`config.mk`:
```
export PLATFORM = sky130hd
export DESIGN_NAME = nbs_log10
export DESIGN_NICKNAME = d
export VERILOG_FILES = /design/src/nbs_pkg.sv /design/src/nbs_log10.sv
export SDC_FILE = /design/constraint.sdc
export NUM_CORES = 2
export LEC_CHECK = 0
export BUFFER_PORTS_ARGS = -buffer_cell sky130_fd_sc_hd__buf_2
export CAP_MARGIN = 10
export CORE_MARGIN = 5
export CORE_UTILIZATION = 62
export DETAILED_ROUTE_END_ITERATION = 6
export GPL_ROUTABILITY_DRIVEN = 0
export PLACE_DENSITY = 0.79
export SKIP_LAST_GASP = 1
export SYNTH_ARGS = -nofsm -noshare
export SYNTH_HDL_FRONTEND = slang
export SYNTH_SLANG_ARGS = --single-unit
```
`constraint.sdc`:
```
create_clock -name clock -period 11.3 [get_ports clock]
set_clock_uncertainty 0.2 [all_clocks]
set_input_delay 0.565 -clock clock [delete_from_list [all_inputs] [get_ports clock]]
set_output_delay 0.565 -clock clock [all_outputs]
set_load 0.03 [all_outputs]
```
`src/nbs_pkg.sv`:
```
// ----------------------------------------------------------------------------
// nbs_pkg
// Shared types, codes and helpers of the naive Bayes spam scorer.
// ----------------------------------------------------------------------------
package nbs_pkg;

   // log unit operand width: covers the sum of 256 32-bit counts plus the count
   localparam int LOG_IN_W   = 42;
   localparam int LOG_P_W    = 6;
   localparam int LOG_FRAC_W = 24;
   localparam int LOG2_W     = LOG_P_W + LOG_FRAC_W;
   localparam logic [31:0] LOG10_2_Q32 = 32'h4D104D42;

   localparam int CNT_W     = 9;
   localparam int SUM_W     = 40;
   localparam int ACC_W     = 42;
   localparam int CSR_IDX_W = 3;

   typedef enum logic [1:0] {
      OP_LOAD     = 2'd0,
      OP_TOKEN    = 2'd1,
      OP_CLASSIFY = 2'd2,
      OP_NONE     = 2'd3
   } op_type;

   typedef enum logic [CSR_IDX_W-1:0] {
      CSR_HAM_MSG  = 3'd0,
      CSR_SPAM_MSG = 3'd1,
      CSR_MARGIN   = 3'd2,
      CSR_NORM     = 3'd3,
      CSR_TOP_K    = 3'd4,
      CSR_ATTR_CNT = 3'd5
   } csr_idx_type;

   typedef enum logic [4:0] {
      ST_IDLE,
      ST_TOKEN,
      ST_PRIOR_S,
      ST_PRIOR_H,
      ST_SUM,
      ST_T_RD,
      ST_T_WAIT,
      ST_T_LOGH,
      ST_T_LOGS,
      ST_T_DIVH,
      ST_T_DIVS,
      ST_T_WR,
      ST_K_SCAN,
      ST_K_PICK,
      ST_ACC,
      ST_FINISH
   } state_type;

   typedef enum logic [2:0] {
      L_IDLE,
      L_NORM,
      L_SQR,
      L_MUL,
      L_RND
   } log_state_type;

   typedef struct packed {
      logic [1:0]  op;
      logic [7:0]  entry_index;
      logic [30:0] attribute_id;
      logic [31:0] ham_count;
      logic [31:0] spam_count;
      logic [30:0] token_id;
   } req_type;

   typedef struct packed {
      logic               is_spam;
      logic signed [31:0] spam_score;
      logic signed [31:0] ham_score;
   } rsp_type;

   typedef struct packed {
      logic [30:0] id;
      logic [31:0] ham;
      logic [31:0] spam;
   } entry_type;

   typedef struct packed {
      logic signed [31:0] ham;
      logic signed [31:0] spam;
   } term_type;

   typedef struct packed {
      logic                start;
      logic [LOG_IN_W-1:0] num;
      logic [LOG_IN_W-1:0] den;
   } log_req_type;

   typedef struct packed {
      logic               done;
      logic signed [31:0] value;
   } log_rsp_type;

   typedef struct packed {
      logic               start;
      logic signed [31:0] term;
      logic [32:0]        norm;
   } div_req_type;

   typedef struct packed {
      logic               done;
      logic signed [31:0] value;
   } div_rsp_type;

   function automatic logic [31:0] mag32(input logic signed [31:0] v);
      return v[31] ? 32'(-v) : 32'(v);
   endfunction

endpackage

```
`src/nbs_log10.sv`:
```
// ----------------------------------------------------------------------------
// nbs_log10
// Iterative log10(num/den) in signed fixed point, via log2 in Q.24.
// ----------------------------------------------------------------------------
module nbs_log10 #(
   parameter int FRAC = 16
) (
   input  logic                clock,
   input  logic                reset,
   input  nbs_pkg::log_req_type lreq,
   output nbs_pkg::log_rsp_type lrsp
);
   import nbs_pkg::*;

   localparam int SH     = 56 - FRAC;
   localparam int PROD_W = LOG2_W + 32;
   localparam int RND_W  = PROD_W + 1;

   log_state_type state_ff, state_in;
   logic [LOG_IN_W-1:0]   x_ff, x_in, den_ff, den_in;
   logic [LOG_P_W-1:0]    p_ff, p_in;
   logic [31:0]           m_ff, m_in;
   logic [LOG_FRAC_W-1:0] frac_ff, frac_in;
   logic [4:0]            step_ff, step_in;
   logic                  sel_ff, sel_in;
   logic [LOG2_W-1:0]     lg_num_ff, lg_num_in;
   logic signed [LOG2_W:0] d_ff, d_in;
   logic [PROD_W-1:0]     prod_ff, prod_in;
   logic                  neg_ff, neg_in;
   logic                  done_ff, done_in;
   logic signed [31:0]    val_ff, val_in;

   logic [63:0]           sq;
   logic [32:0]           sq_t;
   logic [LOG_FRAC_W-1:0] frac_nx;
   logic [LOG2_W-1:0]     lg_cur;
   logic [LOG2_W:0]       d_neg;
   logic [LOG2_W-1:0]     d_mag;
   logic [RND_W-1:0]      rnd;
   logic [RND_W-SH-1:0]   r;
   logic [31:0]           r32;

   always_ff @(posedge clock) begin
      if (reset) begin
         state_ff <= L_IDLE;
         done_ff  <= 1'b0;
      end else begin
         state_ff <= state_in;
         done_ff  <= done_in;
      end
      x_ff      <= x_in;
      den_ff    <= den_in;
      p_ff      <= p_in;
      m_ff      <= m_in;
      frac_ff   <= frac_in;
      step_ff   <= step_in;
      sel_ff    <= sel_in;
      lg_num_ff <= lg_num_in;
      d_ff      <= d_in;
      prod_ff   <= prod_in;
      neg_ff    <= neg_in;
      val_ff    <= val_in;
   end

   always_comb begin
      sq      = m_ff * m_ff;
      sq_t    = sq[63:31];
      frac_nx = {frac_ff[LOG_FRAC_W-2:0], sq_t[32]};
      lg_cur  = {p_ff, frac_nx};
      d_neg   = -d_ff;
      d_mag   = d_ff[LOG2_W] ? d_neg[LOG2_W-1:0] : d_ff[LOG2_W-1:0];
      rnd     = {1'b0, prod_ff} + (RND_W'(1) << (SH - 1));
      r       = rnd[RND_W-1:SH];
      r32     = 32'(r);

      state_in  = state_ff;
      x_in      = x_ff;
      den_in    = den_ff;
      p_in      = p_ff;
      m_in      = m_ff;
      frac_in   = frac_ff;
      step_in   = step_ff;
      sel_in    = sel_ff;
      lg_num_in = lg_num_ff;
      d_in      = d_ff;
      prod_in   = prod_ff;
      neg_in    = neg_ff;
      val_in    = val_ff;
      done_in   = 1'b0;

      unique case (state_ff)
         L_IDLE: begin
            if (lreq.start) begin
               if (lreq.num == '0 || lreq.den == '0) begin
                  val_in  = 32'sh8000_0000;
                  done_in = 1'b1;
               end else begin
                  x_in     = lreq.num;
                  den_in   = lreq.den;
                  p_in     = LOG_P_W'(LOG_IN_W - 1);
                  sel_in   = 1'b0;
                  state_in = L_NORM;
               end
            end
         end
         L_NORM: begin
            // one bit per cycle until the msb reaches the top
            if (x_ff[LOG_IN_W-1]) begin
               m_in     = x_ff[LOG_IN_W-1 -: 32];
               frac_in  = '0;
               step_in  = '0;
               state_in = L_SQR;
            end else begin
               x_in = x_ff << 1;
               p_in = p_ff - LOG_P_W'(1);
            end
         end
         L_SQR: begin
            m_in    = sq_t[32] ? sq_t[32:1] : sq_t[31:0];
            frac_in = frac_nx;
            step_in = step_ff + 5'd1;
            if (step_ff == 5'(LOG_FRAC_W - 1)) begin
               if (!sel_ff) begin
                  lg_num_in = lg_cur;
                  x_in      = den_ff;
                  p_in      = LOG_P_W'(LOG_IN_W - 1);
                  sel_in    = 1'b1;
                  state_in  = L_NORM;
               end else begin
                  d_in     = $signed({1'b0, lg_num_ff}) - $signed({1'b0, lg_cur});
                  state_in = L_MUL;
               end
            end
         end
         L_MUL: begin
            prod_in  = d_mag * LOG10_2_Q32;
            neg_in   = d_ff[LOG2_W];
            state_in = L_RND;
         end
         L_RND: begin
            if (neg_ff) val_in = $signed(~r32 + 32'd1);
            else        val_in = r32[31] ? 32'sh7FFF_FFFF : $signed(r32);
            done_in  = 1'b1;
            state_in = L_IDLE;
         end
         default: state_in = L_IDLE;
      endcase
   end

   assign lrsp.done  = done_ff;
   assign lrsp.value = val_ff;

endmodule

```
==> reports/summary.log <==
[outcome] status finished with violations
[outcome] failing checks design-rule violations
[synthesis] EDFF count, synth 267
[min_path] depth of the worst hold-timing path 3
[cts] root buf cell sky130_fd_sc_hd__clkbuf_16
[global_route] total grt overflow 0
[floorplan] horizontal die dimension 302 um
[setup_path] critical path peak fanout 24
[setup_path] Critical Path Most Common Cell sky130_fd_sc_hd__fa_1
[drt] number of iterations in the first detailed-routing pass 7
[cts] CTS tree built
[drt] number of design-rule violations left by the first detailed-router iteration 3211
[global_route] initial antenna violation count 7
[global_route] gr usage total 0.295
[final_layout] Post-Route Utilization 0.671
[floorplan] ports placed on the boundary 120
[final_layout] post-layout instance area 0.0570 mm^2
[final_layout] number of non-filler instances in the completed layout 6577
[setup_path] data required time at the worst endpoint 11.40 ns
[floorplan] Die H 302 um
[synthesis] Netlist cell types 93
[timing] worst slew slack as a fraction of its limit 0.249
[cts] insertion delay of the later-clocked pin in the worst-skew pair 0.61 ns
[cts] total number of clock tree sinks 271
[drt] final wirelength 132 mm
[synthesis] synthesized-area fraction occupied by adder cells 0.546
[timing] Finish-stage setup viols 0
[global_route] number of global-route vias before repair 40600
[final_layout] share of cells above drive strength 1 0.0689
[cts] worst-case clock buffer depth 3
[final_layout] layout-stage area growth over the synthesis result 7.73%
[min_path] WHS Endpoint x_ff[41]$_DFFE_PP_
[placement] number of port buffers 119
[synthesis] Seq cells post-synth 271
[setup_path] worst reg2reg endpoint d_ff[28]$_DFFE_PP_
[cts] total number of H-tree levels 1
[timing] worst hold slack 0.0761 ns
[timing] period utilization 0.959
[synthesis] most used flip-flop cell after synthesis sky130_fd_sc_hd__edfxtp_1
[floorplan] overall die area 0.0912 mm^2
[synthesis] proportion of register bits with asynchronous set or reset after synthesis 0
[setup_path] startpoint of the most critical setup path m_ff[16]$_DFFE_PP_
[synthesis] share of cell area taken by muxes after synthesis 0.00535
[drt] ratio of routed vias to standard cells 5.69
[setup_path] CP max stage cell sky130_fd_sc_hd__fa_1
[synthesis] mapped cell area 0.0529 mm^2
[placement] detailed-placement wirelength estimate 107 mm
[cts] Inserted Clock Buffers 28
[setup_path] worst-case reg-to-reg path depth 35
[timing] maximum clock rate 92.3 MHz
[synthesis] synth warn 0
[drt] per-cell routed wire length 20.0 um
[synthesis] Synth Area in Simple Gates 0.0932
[synthesis] largest family of logic cells by synthesized area adder cells
[synthesis] Mapped Nets 7002
[min_path] hold_sp lreq[83]
[timing] post-route minimum period 10.84 ns
[final_layout] Fillers 6379
[synthesis] synthesized instance count 5216
[min_path] Hold WC Path Type in2reg
[setup_path] critical path's largest stage delay 0.54 ns
[final_layout] net count reported at finish 7190
[setup_path] reg2reg start m_ff[16]$_DFFE_PP_
[timing] final max-slew violation count 0
[placement] count of placed standard cells including taps 6434
[final_layout] commonest cells after routing, fill and taps aside sky130_fd_sc_hd__inv_1 (1404), sky130_fd_sc_hd__fa_1 (1018), sky130_fd_sc_hd__ha_1 (681)
[synthesis] parity-gate share of the synthesized area counting xor and xnor cells 0.0283
[run] maximum capacitance violations 0
[final_layout] most frequent standard cell in the layout excluding fill and tap cells sky130_fd_sc_hd__inv_1
[floorplan] number of standard-cell rows in the floorplan 107
[setup_path] Critical Path End Type flip-flop
[drt] final routed DRC violation total 5
[global_route] maximum number of pins on one net before global-route repair 84
[synthesis] syn_area_per_cell 10.1 um^2
[drt] Final ANT Viol Nets 0
[global_route] wire length of the first global-routing pass 212 mm
[floorplan] placeable core region 0.0849 mm^2
[timing] measured slew at the worst slew-check pin 1.13 ns
[cts] Worst-path clk slew 0.07 ns
[setup_path] critical path data arrival time 10.94 ns
[placement] placed cell areas 0.0552 mm^2
[setup_path] crit path launch type flip-flop
[setup_path] setup slack on the worst flop-to-flop path 0.46 ns
[floorplan] effective utilization at floorplan 0.623
[timing] endpoints failing hold 0
[synthesis] sequential element share of the synthesized area 0.153
[drt] via total after detailed routing 37400
[synthesis] post-synthesis compound-gate area fraction 0.0620
[setup_path] Crit Path Category reg2reg
metal layers:
layer,global-route usage,wire (um),up-vias
met4,0.138,7750,2
met1,0.383,49400,18700
met2,0.491,63400,1710
li1,-,-,16600
met3,0.0474,11000,404
met5,0,13,-
repair_timing:
action / 4_1_cts / 5_1_grt
buffers inserted: 0 / 40
setup endpoints to repair: 0 / 5
resized for setup: 0 / 2
hold buffers: 43 / 0
hold endpoints to repair: 46 / 0
sequential cells by signal, summed over array words and instances (netlist names):
name	count
m_ff	32
p_ff	6
lg_num_ff	30
done_ff	1
frac_ff	23
sel_ff	1
d_ff	31
neg_ff	1
x_ff	42
den_ff	42
state_ff	3
step_ff	5
val_ff	32
prod_ff	22
synth_stat cells, types with 21 or more instances:
library cell | number | area share
sky130_fd_sc_hd__inv_1 | 1404 | 0.10
sky130_fd_sc_hd__fa_1 | 1018 | 0.39
sky130_fd_sc_hd__ha_1 | 681 | 0.16
sky130_fd_sc_hd__nand2_1 | 381 | 0.027
sky130_fd_sc_hd__edfxtp_1 | 267 | 0.15
sky130_fd_sc_hd__and2_1 | 194 | 0.023
sky130_fd_sc_hd__nor2_1 | 185 | 0.013
sky130_fd_sc_hd__clkbuf_1 | 143 | 0.010
sky130_fd_sc_hd__a21oi_1 | 124 | 0.012
sky130_fd_sc_hd__xnor2_1 | 122 | 0.020
sky130_fd_sc_hd__o21ai_0 | 89 | 0.0084
sky130_fd_sc_hd__a21o_1 | 54 | 0.0077
sky130_fd_sc_hd__xor2_1 | 49 | 0.0081
sky130_fd_sc_hd__a222oi_1 | 40 | 0.0076
sky130_fd_sc_hd__nand3_1 | 40 | 0.0038
sky130_fd_sc_hd__nor3_1 | 36 | 0.0034
sky130_fd_sc_hd__nand4_1 | 32 | 0.0038
sky130_fd_sc_hd__nor4_1 | 28 | 0.0033
sky130_fd_sc_hd__and3_1 | 26 | 0.0031
sky130_fd_sc_hd__mux2i_1 | 26 | 0.0049
sky130_fd_sc_hd__nor2b_1 | 23 | 0.0027
sky130_fd_sc_hd__o21bai_1 | 21 | 0.0030
final cells by class:
cell class,count,area [um^2],area share
Timing Repair Buffer,313,2280,0.0399
Tap cell,1144,1430,0.0251
Antenna cell,7,17.5,0.000307
Multi-Input combinational cell,3383,38900,0.683
Sequential cell,271,8100,0.142
Clock buffer,31,712,0.0125
Clock inverter,21,219,0.00384
Inverter,1407,5290,0.0928
critical path, delay by kind of cell, from the launching register on:
family,cells,cell delay (ns)
compound gates,15,3.42
xor+xnor,1,0.17
fa+ha+maj,11,4.76
buf+inv,4,0.61
flops,1,0.49
simple gates,4,0.86
per-stage QoR:
| stage | setup WS (ns) | TNS [ns] |
|---|---|---|
| 2_1_floorplan | 1.09 | 0 |
| 3_3_place_gp | 0.597 | 0 |
| 3_5_place_dp | 0.422 | 0 |
| 4_1_cts | 0.313 | 0 |
| 5_1_grt | -0.000966 | -0.000966 |
| 6_report | 0.465 | 0 |
kinds of logic after synthesis:
logic type / after synthesis
adders and majority gates: 1699
buffers and inverters: 1562
and+or+nand+nor: 1013
AOI/OAI and AO/OA: 472
DFF: 271
xor gates and xnor gates: 171
muxes: 28
worst max path at each step:
stage | endpoint | slack [ns] | depth (start not counted)
after global routing | d_ff[28]$_DFFE_PP_ | -0.001 | 38
after CTS | d_ff[28]$_DFFE_PP_ | 0.31 | 35
final | d_ff[28]$_DFFE_PP_ | 0.46 | 35
after detailed placement | d_ff[28]$_DFFE_PP_ | 0.42 | 35
after floorplan | d_ff[28]$_DFFE_PP_ | 1.09 | 40
after global placement | d_ff[28]$_DFFE_PP_ | 0.60 | 35
Power is left out: the tool's default activity adds up to more than one toggle a clock period on the data nets, which glitch-free logic cannot reach.
