$ cat src/nbs_pkg.sv
// ----------------------------------------------------------------------------
// nbs_pkg
// Shared types, codes and helpers of the naive Bayes spam scorer.
// ----------------------------------------------------------------------------
package nbs_pkg;

   // log unit operand width: covers the sum of 256 32-bit counts plus the count
   localparam int LOG_IN_W   = 42;
   localparam int LOG_P_W    = 6;
   localparam int LOG_FRAC_W = 24;
   localparam int LOG2_W     = LOG_P_W + LOG_FRAC_W;
   localparam logic [31:0] LOG10_2_Q32 = 32'h4D104D42;

   localparam int CNT_W     = 9;
   localparam int SUM_W     = 40;
   localparam int ACC_W     = 42;
   localparam int CSR_IDX_W = 3;

   typedef enum logic [1:0] {
      OP_LOAD     = 2'd0,
      OP_TOKEN    = 2'd1,
      OP_CLASSIFY = 2'd2,
      OP_NONE     = 2'd3
   } op_type;

   typedef enum logic [CSR_IDX_W-1:0] {
      CSR_HAM_MSG  = 3'd0,
      CSR_SPAM_MSG = 3'd1,
      CSR_MARGIN   = 3'd2,
      CSR_NORM     = 3'd3,
      CSR_TOP_K    = 3'd4,
      CSR_ATTR_CNT = 3'd5
   } csr_idx_type;

   typedef enum logic [4:0] {
      ST_IDLE,
      ST_TOKEN,
      ST_PRIOR_S,
      ST_PRIOR_H,
      ST_SUM,
      ST_T_RD,
      ST_T_WAIT,
      ST_T_LOGH,
      ST_T_LOGS,
      ST_T_DIVH,
      ST_T_DIVS,
      ST_T_WR,
      ST_K_SCAN,
      ST_K_PICK,
      ST_ACC,
      ST_FINISH
   } state_type;

   typedef enum logic [2:0] {
      L_IDLE,
      L_NORM,
      L_SQR,
      L_MUL,
      L_RND
   } log_state_type;

   typedef struct packed {
      logic [1:0]  op;
      logic [7:0]  entry_index;
      logic [30:0] attribute_id;
      logic [31:0] ham_count;
      logic [31:0] spam_count;
      logic [30:0] token_id;
   } req_type;

   typedef struct packed {
      logic               is_spam;
      logic signed [31:0] spam_score;
      logic signed [31:0] ham_score;
   } rsp_type;

   typedef struct packed {
      logic [30:0] id;
      logic [31:0] ham;
      logic [31:0] spam;
   } entry_type;

   typedef struct packed {
      logic signed [31:0] ham;
      logic signed [31:0] spam;
   } term_type;

   typedef struct packed {
      logic                start;
      logic [LOG_IN_W-1:0] num;
      logic [LOG_IN_W-1:0] den;
   } log_req_type;

   typedef struct packed {
      logic               done;
      logic signed [31:0] value;
   } log_rsp_type;

   typedef struct packed {
      logic               start;
      logic signed [31:0] term;
      logic [32:0]        norm;
   } div_req_type;

   typedef struct packed {
      logic               done;
      logic signed [31:0] value;
   } div_rsp_type;

   function automatic logic [31:0] mag32(input logic signed [31:0] v);
      return v[31] ? 32'(-v) : 32'(v);
   endfunction

endpackage

$ cat src/nbs_div.sv
// ----------------------------------------------------------------------------
// nbs_div
// Bit-serial rounded divide of a term by the pair's magnitude sum.
// ----------------------------------------------------------------------------
module nbs_div #(
   parameter int FRAC = 16
) (
   input  logic                clock,
   input  logic                reset,
   input  nbs_pkg::div_req_type dreq,
   output nbs_pkg::div_rsp_type drsp
);
   import nbs_pkg::*;

   localparam int DW = FRAC + 34;
   localparam int VW = 34;
   localparam int CW = $clog2(DW + 1);

   logic            busy_ff, busy_in;
   logic            done_ff, done_in;
   logic [DW-1:0]   num_ff, num_in, q_ff, q_in;
   logic [VW-1:0]   rem_ff, rem_in, v_ff, v_in;
   logic [CW-1:0]   cnt_ff, cnt_in;
   logic            neg_ff, neg_in;
   logic signed [31:0] val_ff, val_in;

   logic [VW:0]     rem_sh;
   logic            qbit;
   logic [32:0]     qc;

   always_ff @(posedge clock) begin
      if (reset) begin
         busy_ff <= 1'b0;
         done_ff <= 1'b0;
      end else begin
         busy_ff <= busy_in;
         done_ff <= done_in;
      end
      num_ff <= num_in;
      q_ff   <= q_in;
      rem_ff <= rem_in;
      v_ff   <= v_in;
      cnt_ff <= cnt_in;
      neg_ff <= neg_in;
      val_ff <= val_in;
   end

   always_comb begin
      rem_sh = {rem_ff, num_ff[DW-1]};
      qbit   = rem_sh >= {1'b0, v_ff};
      busy_in = busy_ff;
      done_in = 1'b0;
      num_in  = num_ff;
      q_in    = q_ff;
      rem_in  = rem_ff;
      v_in    = v_ff;
      cnt_in  = cnt_ff;
      neg_in  = neg_ff;
      val_in  = val_ff;
      qc      = '0;
      if (!busy_ff) begin
         if (dreq.start) begin
            // (2n + s) / (2s) gives the half-up rounding
            num_in  = (DW'(mag32(dreq.term)) << (FRAC + 1)) + DW'(dreq.norm);
            v_in    = {dreq.norm, 1'b0};
            rem_in  = '0;
            q_in    = '0;
            cnt_in  = CW'(DW);
            neg_in  = dreq.term[31];
            busy_in = 1'b1;
         end
      end else begin
         rem_in = qbit ? VW'(rem_sh - {1'b0, v_ff}) : rem_sh[VW-1:0];
         num_in = num_ff << 1;
         q_in   = {q_ff[DW-2:0], qbit};
         cnt_in = cnt_ff - CW'(1);
         if (cnt_ff == CW'(1)) begin
            qc = (|q_in[DW-1:32]) ? 33'h1_0000_0000 : {1'b0, q_in[31:0]};
            if (neg_ff) val_in = qc[32] || qc[31] ? 32'sh8000_0000
                                                   : $signed(~qc[31:0] + 32'd1);
            else        val_in = qc[32] || qc[31] ? 32'sh7FFF_FFFF : $signed(qc[31:0]);
            done_in = 1'b1;
            busy_in = 1'b0;
         end
      end
   end

   assign drsp.done  = done_ff;
   assign drsp.value = val_ff;

endmodule

$ cat config.mk
export PLATFORM = sky130hd
export DESIGN_NAME = nbs_div
export DESIGN_NICKNAME = d
export VERILOG_FILES = /design/src/nbs_pkg.sv /design/src/nbs_div.sv
export SDC_FILE = /design/constraint.sdc
export NUM_CORES = 1
export LEC_CHECK = 0
export BUFFER_PORTS_ARGS = -buffer_cell sky130_fd_sc_hd__buf_2
export CAP_MARGIN = 20
export CORE_ASPECT_RATIO = 1.75
export CORE_MARGIN = 5
export CORE_UTILIZATION = 55
export CTS_CLUSTER_DIAMETER = 80
export DETAILED_ROUTE_END_ITERATION = 10
export GPL_TIMING_DRIVEN = 0
export HOLD_SLACK_MARGIN = 0.1
export PLACE_DENSITY = 0.78
export SYNTH_ARGS = -nofsm -noshare
export SYNTH_HDL_FRONTEND = slang
export SYNTH_SLANG_ARGS = --single-unit
$ cat constraint.sdc
create_clock -name clock -period 6.25 [get_ports clock]
set_clock_uncertainty 0.15 [all_clocks]
set_input_delay 0.625 -clock clock [delete_from_list [all_inputs] [get_ports clock]]
set_output_delay 0.625 -clock clock [all_outputs]
set_load 0.05 [all_outputs]
==> metrics.yaml, run 1 <==
floorplan:
  fp.dieH_um: 211
  fp.dieW_um: 125
  core_sq_mm: 0.0227
  io_pins: 101
  num_rows: 73
  dieArea_sq_mm: 0.0264
  initial_utilization: 0.560
cells_and_area:
  fill_cells: 1857
  n_antenna_cell: 0
  syn_to_final_growth_pct: 12.8
  final_cells: 1679
  utilization: 0.631
  drive_above_1_share: 0.128
  nNetsFinal: 1492
drt:
  antenna_left: 0
  wl_met3_mm: 1.39
  via_per_inst: 6.05
  top_layer: "met4"
  drt_iter0_markers: 740
  wirelength_mm: 31.1
  wl_per_cell_um: 18.5
  drc: 0
  wl_met1_mm: 11.5
  firstDrtPassIters: 5
  via_count: 10200
  dr_wl_met2_mm: 16.9
global_routing:
  gr-total-overflow: 0
  antenna_found_initial: 0
  grt_max_degree: 53
  grt_pass1_wl_mm: 50.2
  grt_pass1_vias: 10200
  grt_usage: 0.229
sta:
  maxSlewHeadroom: 0.230
  rsz0062_at_grt: "false"
  period_minus_slack_ps: 5640
  slew_viol_final: 0
  fin_hold_ws_ps: 172
  hold_viol: 0
  setup_viol: 0
  post-route-period-util: 0.903
  fmax_mhz: 177
  setup_ws_ps: 609
  worst_pin_slew_ps: 1130
pwr:
  seqPwrFrac: 0.446
  cell_internal_pwr_uw: 2790
  combPwrFrac: 0.240
  swShare: 0.293
  p_switching_uw: 1160
  powerDensity_mw_per_mm2: 275
  power_uw: 3940
  p_clk_frac: 0.314
  leakagePower_uw: 0.00559
  irDropWorstVdd_v: 0.000171
logic_synthesis:
  synth_edf_count: 204
  synth_common_cells: "edfxtp_1, nor2_1, nand2_1, o21ai_0"
  yosysSeqAreaShare: 0.486
  syn_nets: 1369
  ys_types: 82
  synth.most_common_cell: "edfxtp_1"
  synth_top_area_frac: 0.481
  synth_area_sq_mm: 0.0127
  synthTopCellsByArea: "edfxtp_1, ha_1, nor2_1"
  synth_seq_cells: 207
  yosysWarnings: 0
  synth_cells: 1246
  postSynthAreaPerCell_sq_um: 10.2
  async_flop_share: 0
  yosys.area.top_type: "edfxtp_1"
  yosys_most_used_dff: "edfxtp_1"
clock_network:
  cts-resized-gates: 0
  postCtsHoldBufs: 0
  cts_tree: "yes"
  root_buffer: "clkbuf_16"
  clk_path_buf_depth: 3
  htree_num_levels: 1
  clock_latency_ps: 480
  cts_buffers: 19
  clkSlewWorstSetupHoldPaths_ps: 70
  cts_sinks: 207
  cts_setup_buffers: 0
placed_design:
  pre_cts_ws_ps: 209
  dp_hpwl_mm: 23.7
  portBuffers: 97
  place_inst: 1648
  gp_congestion: 0.977
critical_path:
  worstSetupEndpointType: "flop"
  crit_path_start_kind: "flop"
  cp_max_fo: 10
  cp.required_ps: 6320
  worstPathArrival_ps: 5710
  crit_type: "flop to flop"
  rr_worst_depth: 16
status:
  outcome: "completed"
min_path:
  whs_path_depth: 1
  min_path_type: "input port to flop"
job:
  maxCapViolCount: 0
-- critical path, stage by stage, from the launching register on --
cell       delay [ps]
edfxtp_1          400
ha_1              300
clkbuf_1          230
and3_1            230
nor3b_1           160
nand3_1           160
o22ai_1           110
a2111oi_0        1000
nand2_1           590
clkbuf_1          460
nand2_1           150
ha_1              220
nand4b_1          240
or3_1             410
a21o_1            210
o2111ai_1         200
o311ai_0          140
-- layout make-up --
cell class	instances	area [sq um]	area share
sequential	207	6190	0.431
inverter	63	236	0.0165
buffer	57	263	0.0183
tap	300	375	0.0262
clock buffer	23	490	0.0342
timing repair buffer	102	591	0.0411
clock inverter	8	158	0.0110
multi-input combinational	919	6050	0.422
-- path summary, 6_finish.rpt --
check	startpoint	end	slack [ps]
setup / recovery	rem_ff[15]	val_ff[22]	610
hold / removal	dreq[15]	v_ff[16]	170
setup reg to reg	rem_ff[15]	val_ff[22]	610
hold reg to reg	num_ff[25]	num_ff[26]	370
-- cell families after synthesis --
family                     synth area share
AOI/OAI and AO/OA                     0.168
xor gates and xnor gates             0.0544
adders and majority gates            0.0553
buffers and inverters                0.0391
DFF                                   0.486
muxes                               0.00865
and+or+nand+nor                       0.188
-- metal layers --
metal  up-vias  GRT usage
li1       4923          -
met1      4833      0.242
met2       317      0.450
met3        91     0.0261
met4         0      0.103
met5         -          0
-- power groups by stage --
stage,logic (uW),clock network (uW),registers (uW)
floorplan,691,0,1770
global route,1050,1300,1770
global placement,899,0,1800
CTS,936,1250,1760
finish,945,1240,1760
detailed placement,929,0,1790
-- registers in the layout, summed over array words and instances, names as in the netlist --
signal / count
busy_ff: 1
cnt_ff: 6
done_ff: 1
neg_ff: 1
num_ff: 50
q_ff: 49
rem_ff: 34
v_ff: 33
val_ff: 32
-- cells in the final DEF, fill, tap and decap left out, drive strengths merged, types with 5 or more instances in the layout --
master / n
edfxtp: 204
nor2: 111
buf: 111
nand2: 101
clkbuf: 71
o21ai: 67
inv: 63
a21oi: 61
and2: 55
ha: 53
xnor2: 47
xor2: 32
nand3: 28
nor3: 28
nor4: 23
o31ai: 22
nand4: 21
a22o: 21
or3: 21
o21a: 17
a21o: 16
or2: 14
o22ai: 13
o211ai: 13
and3: 13
a211oi: 11
mux2i: 11
or4: 11
nor2b: 9
a32o: 8
nand2b: 7
a31oi: 7
o21bai: 6
o41ai: 5
o2111ai: 5
-- metrics by stage --
step,cell area [sq um],setup TNS (ps)
6_report,14400,0
5_1_grt,14400,0
4_1_cts,14400,0
3_5_place_dp,13700,0
3_3_place_gp,13600,-33470
2_1_floorplan,12700,0
(Power assumes the default switching activity.)
==> run 2, diff against run 1 <==
- CORE_UTILIZATION: 55 -> 50
- PLACE_DENSITY: 0.78 -> 0.72
==> metrics.yaml, run 2 (synthesized netlist as in run 1, its figures left out) <==
pwr:
  swShare: 0.290
  p_clk_frac: 0.324
  irDropWorstVdd_v: 0.000169
  cell_internal_pwr_uw: 2840
  p_switching_uw: 1160
  leakagePower_uw: 0.00561
  combPwrFrac: 0.236
  seqPwrFrac: 0.441
  powerDensity_mw_per_mm2: 277
floorplan:
  fp.dieW_um: 131
  core_sq_mm: 0.0252
  dieArea_sq_mm: 0.0289
  num_rows: 77
  io_pins: 101
  initial_utilization: 0.504
  fp.dieH_um: 221
sta:
  post-route-period-util: 0.888
  setup_viol: 0
  fmax_mhz: 180
  slew_viol_final: 0
  setup_ws_ps: 699
  tns_ps: 0
  hold_viol: 0
  worst_pin_slew_ps: 857
  rsz0062_at_grt: "false"
  maxSlewHeadroom: 0.414
  period_minus_slack_ps: 5550
cells_and_area:
  fill_cells: 2208
  final_cells: 1700
  layout_commonest_cell: "edfxtp_1"
  utilization: 0.571
  n_antenna_cell: 0
  syn_to_final_growth_pct: 13.2
  top_register: "num_ff"
  regArea_sq_mm: 0.00619
  design_area_sq_mm: 0.0144
  nNetsFinal: 1494
  largest_reg_flops: 50
  multi_input_area_sq_mm: 0.00605
  layout_common_cells: "edfxtp_1, nor2_1, nand2_1, buf_2, o21ai_0"
  reg_top3: "num_ff: 50 flops, q_ff: 49 flops, rem_ff: 34 flops"
  drive_above_1_share: 0.126
critical_path:
  crit_path_top_delay_cell: "or4_1"
  cp_top_family: "buffers and inverters"
  worstSetupEndpointType: "flop"
  worstReg2RegEnd: "val_ff[26]"
  crit_type: "input port to flop"
  path_cells: "buf_2, clkbuf_8, clkbuf_8, clkbuf_1, clkbuf_1, clkbuf_1, o31ai_1, xnor2_1, ha_1, o21ai_0, a2111oi_0, o21a_1, o31a_1, o211ai_1, or2_2, clkbuf_1, or4_1, a32o_1"
  rr_worst_depth: 16
  cp_num_buf_inv: 7
  crit_path_start_kind: "input port"
  crit_end: "num_ff[46]"
  startpoint: "dreq[64]"
  ff2ff_setup_slack_ps: 830
  r2r_start: "rem_ff[15]"
  cp.required_ps: 6350
  max_stage_delay_ps: 550
  crit_top_cell: "clkbuf_1"
  worstPathArrival_ps: 5650
  cp_max_fo: 10
  cp_num_cells: 18
clock_network:
  root_buffer: "clkbuf_16"
  htree_num_levels: 1
  cts_tree: "yes"
  cts_setup_buffers: 0
  cts_sinks: 207
  postCtsHoldBufs: 0
  clock_latency_ps: 510
  cts-resized-gates: 0
  clkSlewWorstSetupHoldPaths_ps: 70
  cts_buffers: 20
  clk_path_buf_depth: 3
placed_design:
  place_inst: 1665
  gp_congestion: 0.942
  dp_hpwl_mm: 24.1
  pre_cts_ws_ps: 180
  placed_cell_area_sq_mm: 0.0137
  portBuffers: 97
drt:
  via_per_inst: 5.97
  wl_per_cell_um: 18.7
  via_count: 10100
  drt_iter0_markers: 618
  antenna_left: 0
  firstDrtPassIters: 6
  drc: 0
  wirelength_mm: 31.7
global_routing:
  grt_pass1_vias: 10300
  grt_usage: 0.217
  gr-total-overflow: 0
  antenna_found_initial: 0
  grt_pass1_wl_mm: 50.8
  grt_max_degree: 62
status:
  outcome: "completed"
job:
  maxCapViolCount: 0
min_path:
  min_path_type: "input port to flop"
[run 2: cell count changes in the layout (fill, tap and decap cells not counted), sizes merged]
cell      change
clkbuf        +3
inv           -1
clkinvlp      -1
buf           +1
clkinv        +3
[run 2: cell type report]
| type | instances | area share |
|---|---|---|
| Multi-Input combinational cell | 919 | 0.420 |
| Inverter | 63 | 0.0164 |
| Clock buffer | 26 | 0.0378 |
| Sequential cell | 207 | 0.429 |
| Buffer | 57 | 0.0182 |
| Tap cell | 316 | 0.0274 |
| Timing Repair Buffer | 103 | 0.0407 |
| Clock inverter | 9 | 0.00964 |
[run 2: how the worst min path moves through the flow]
stage,start,to,slack [ps],cells after the start
after floorplan,num_ff[0],num_ff[0],310,2
after global placement,num_ff[0],num_ff[0],330,2
after detailed placement,num_ff[0],num_ff[0],340,2
after CTS,dreq[13],v_ff[14],140,1
after global routing,dreq[11],v_ff[12],140,1
final,dreq[13],v_ff[14],150,1
[run 2: power groups by stage]
stage | sequential (uW) | combinational [uW] | clock (uW)
6_report | 1760 | 942 | 1290
5_1_grt | 1770 | 1040 | 1360
3_3_place_gp | 1800 | 903 | 0
4_1_cts | 1760 | 938 | 1310
3_5_place_dp | 1790 | 932 | 0
2_1_floorplan | 1770 | 691 | 0
[run 2: routing by layer]
layer	global-route usage	share of wire
met1	0.237	0.37
met2	0.397	0.53
met3	0.0236	0.046
met4	0.120	0.057
met5	0	0
[run 2: through the flow]
stage / power (uW) / hold WS (ps)
after floorplan: 2460 / 311
after global placement: 2700 / 329
after detailed placement: 2720 / 345
after CTS: 4010 / 138
after global routing: 4180 / 143
final: 4000 / 152
==> run 3, diff against run 2 <==
- CORE_ASPECT_RATIO: 1.75 -> 0.8
==> metrics.yaml, run 3 (synthesized netlist as in run 1, its figures left out) <==
status:
  outcome: "completed"
floorplan:
  core_sq_mm: 0.0252
  fp.dieW_um: 188
  fp.dieH_um: 153
  io_pins: 101
  num_rows: 52
  dieArea_sq_mm: 0.0288
  initial_utilization: 0.505
critical_path:
  crit_type: "input port to flop"
  worstSetupEndpointType: "flop"
  cp_max_fo: 10
  cp.required_ps: 6370
  r2r_start: "rem_ff[16]"
  worstReg2RegEnd: "val_ff[26]"
  startpoint: "dreq[64]"
  ff2ff_setup_slack_ps: 1020
  crit_path_start_kind: "input port"
  worstPathArrival_ps: 5370
  rr_worst_depth: 16
  crit_end: "num_ff[46]"
pwr:
  swShare: 0.301
  seqPwrFrac: 0.441
  cell_internal_pwr_uw: 2800
  irDropWorstVdd_v: 0.000135
  p_switching_uw: 1200
  p_clk_frac: 0.320
  power_uw: 4000
  leakagePower_uw: 0.00562
  powerDensity_mw_per_mm2: 277
  combPwrFrac: 0.239
clock_network:
  cts_buffers: 22
  clock_latency_ps: 520
  clk_path_buf_depth: 3
  clkSlewWorstSetupHoldPaths_ps: 70
  cts_tree: "yes"
  cts_sinks: 207
  cts_setup_buffers: 0
  root_buffer: "clkbuf_16"
  cts-resized-gates: 0
  postCtsHoldBufs: 0
  htree_num_levels: 1
sta:
  worst_pin_slew_ps: 850
  tns_ps: 0
  fmax_mhz: 190
  rsz0062_at_grt: "false"
  maxSlewHeadroom: 0.428
  post-route-period-util: 0.840
  setup_viol: 0
  fin_hold_ws_ps: 152
  period_minus_slack_ps: 5250
  hold_viol: 0
  setup_ws_ps: 998
  slew_viol_final: 0
global_routing:
  grt_max_degree: 60
  grt_usage: 0.211
  gr-total-overflow: 0
  grt_pass1_wl_mm: 50.6
  antenna_found_initial: 0
  grt_pass1_vias: 9622
cells_and_area:
  largest_reg_flops: 50
  drive_above_1_share: 0.131
  layout_common_cells: "edfxtp_1, nor2_1, nand2_1, buf_2, o21ai_0"
  syn_to_final_growth_pct: 13.5
  nNetsFinal: 1496
  layout_commonest_cell: "edfxtp_1"
  top_register: "num_ff"
  n_antenna_cell: 0
  final_cells: 1712
  reg_top3: "num_ff: 50 flops, q_ff: 49 flops, rem_ff: 34 flops"
placed_design:
  pre_cts_ws_ps: 501
  gp_congestion: 0.943
  portBuffers: 97
  place_inst: 1672
  dp_hpwl_mm: 23.2
drt:
  wl_per_cell_um: 18.5
  antenna_left: 0
  drt_iter0_markers: 1106
  firstDrtPassIters: 5
  wirelength_mm: 31.6
  via_per_inst: 5.96
  drc: 0
  via_count: 10200
min_path:
  min_path_type: "input port to flop"
job:
  maxCapViolCount: 0
[run 3: area by class of cell]
class                   instances  area [sq um]
fillers                      2148         10700
well taps                     324           405
plain buffers                  57           263
multi-input cells             919          6050
clock inverters                13           134
flip-flops and latches        207          6190
inverters                      63           236
repair buffers                103           603
clock buffers                  26           566
[run 3: worst min path at each step]
stage	cells after the start	end	start	slack (ps)
4_1_cts	1	v_ff[17]	dreq[16]	120
5_1_grt	1	v_ff[17]	dreq[16]	130
3_5_place_dp	2	num_ff[26]	num_ff[25]	370
6_report	1	v_ff[16]	dreq[15]	150
3_3_place_gp	2	num_ff[40]	num_ff[39]	360
2_1_floorplan	2	num_ff[0]	num_ff[0]	310
[run 3: critical path, cell delays in order]
cell       delay (ps)
buf_2             140
clkbuf_8          180
clkbuf_8          160
clkbuf_1          310
clkbuf_1          370
clkbuf_1          410
o31ai_1           160
xnor2_1           160
ha_1              340
o21ai_0           120
a2111oi_0         430
o21a_1            230
o31a_1            190
o211ai_1          200
or2_2             350
clkbuf_1          180
or4_1             540
a32o_1            250
[run 3: metal layers]
layer  vias to the layer above  routed length (um)  track usage
met1                      4794               15200        0.326
li1                       4927                   -            -
met3                        48                2740       0.0399
met2                       431               13100        0.311
met5                         -                   0            0
met4                         0                 599       0.0454
[run 3: through the flow]
stage	area [sq um]	utilization
after CTS	14400	0.573
final	14400	0.574
after global placement	13600	0.541
after global routing	14400	0.574
after detailed placement	13700	0.546
after floorplan	12700	-
[run 3: power groups by stage]
stage	sequential [uW]	clock, uW	combinational, uW
after global routing	1770	1360	1060
after CTS	1760	1300	939
final	1760	1280	957
after floorplan	1770	0	691
after global placement	1800	0	903
after detailed placement	1790	0	933
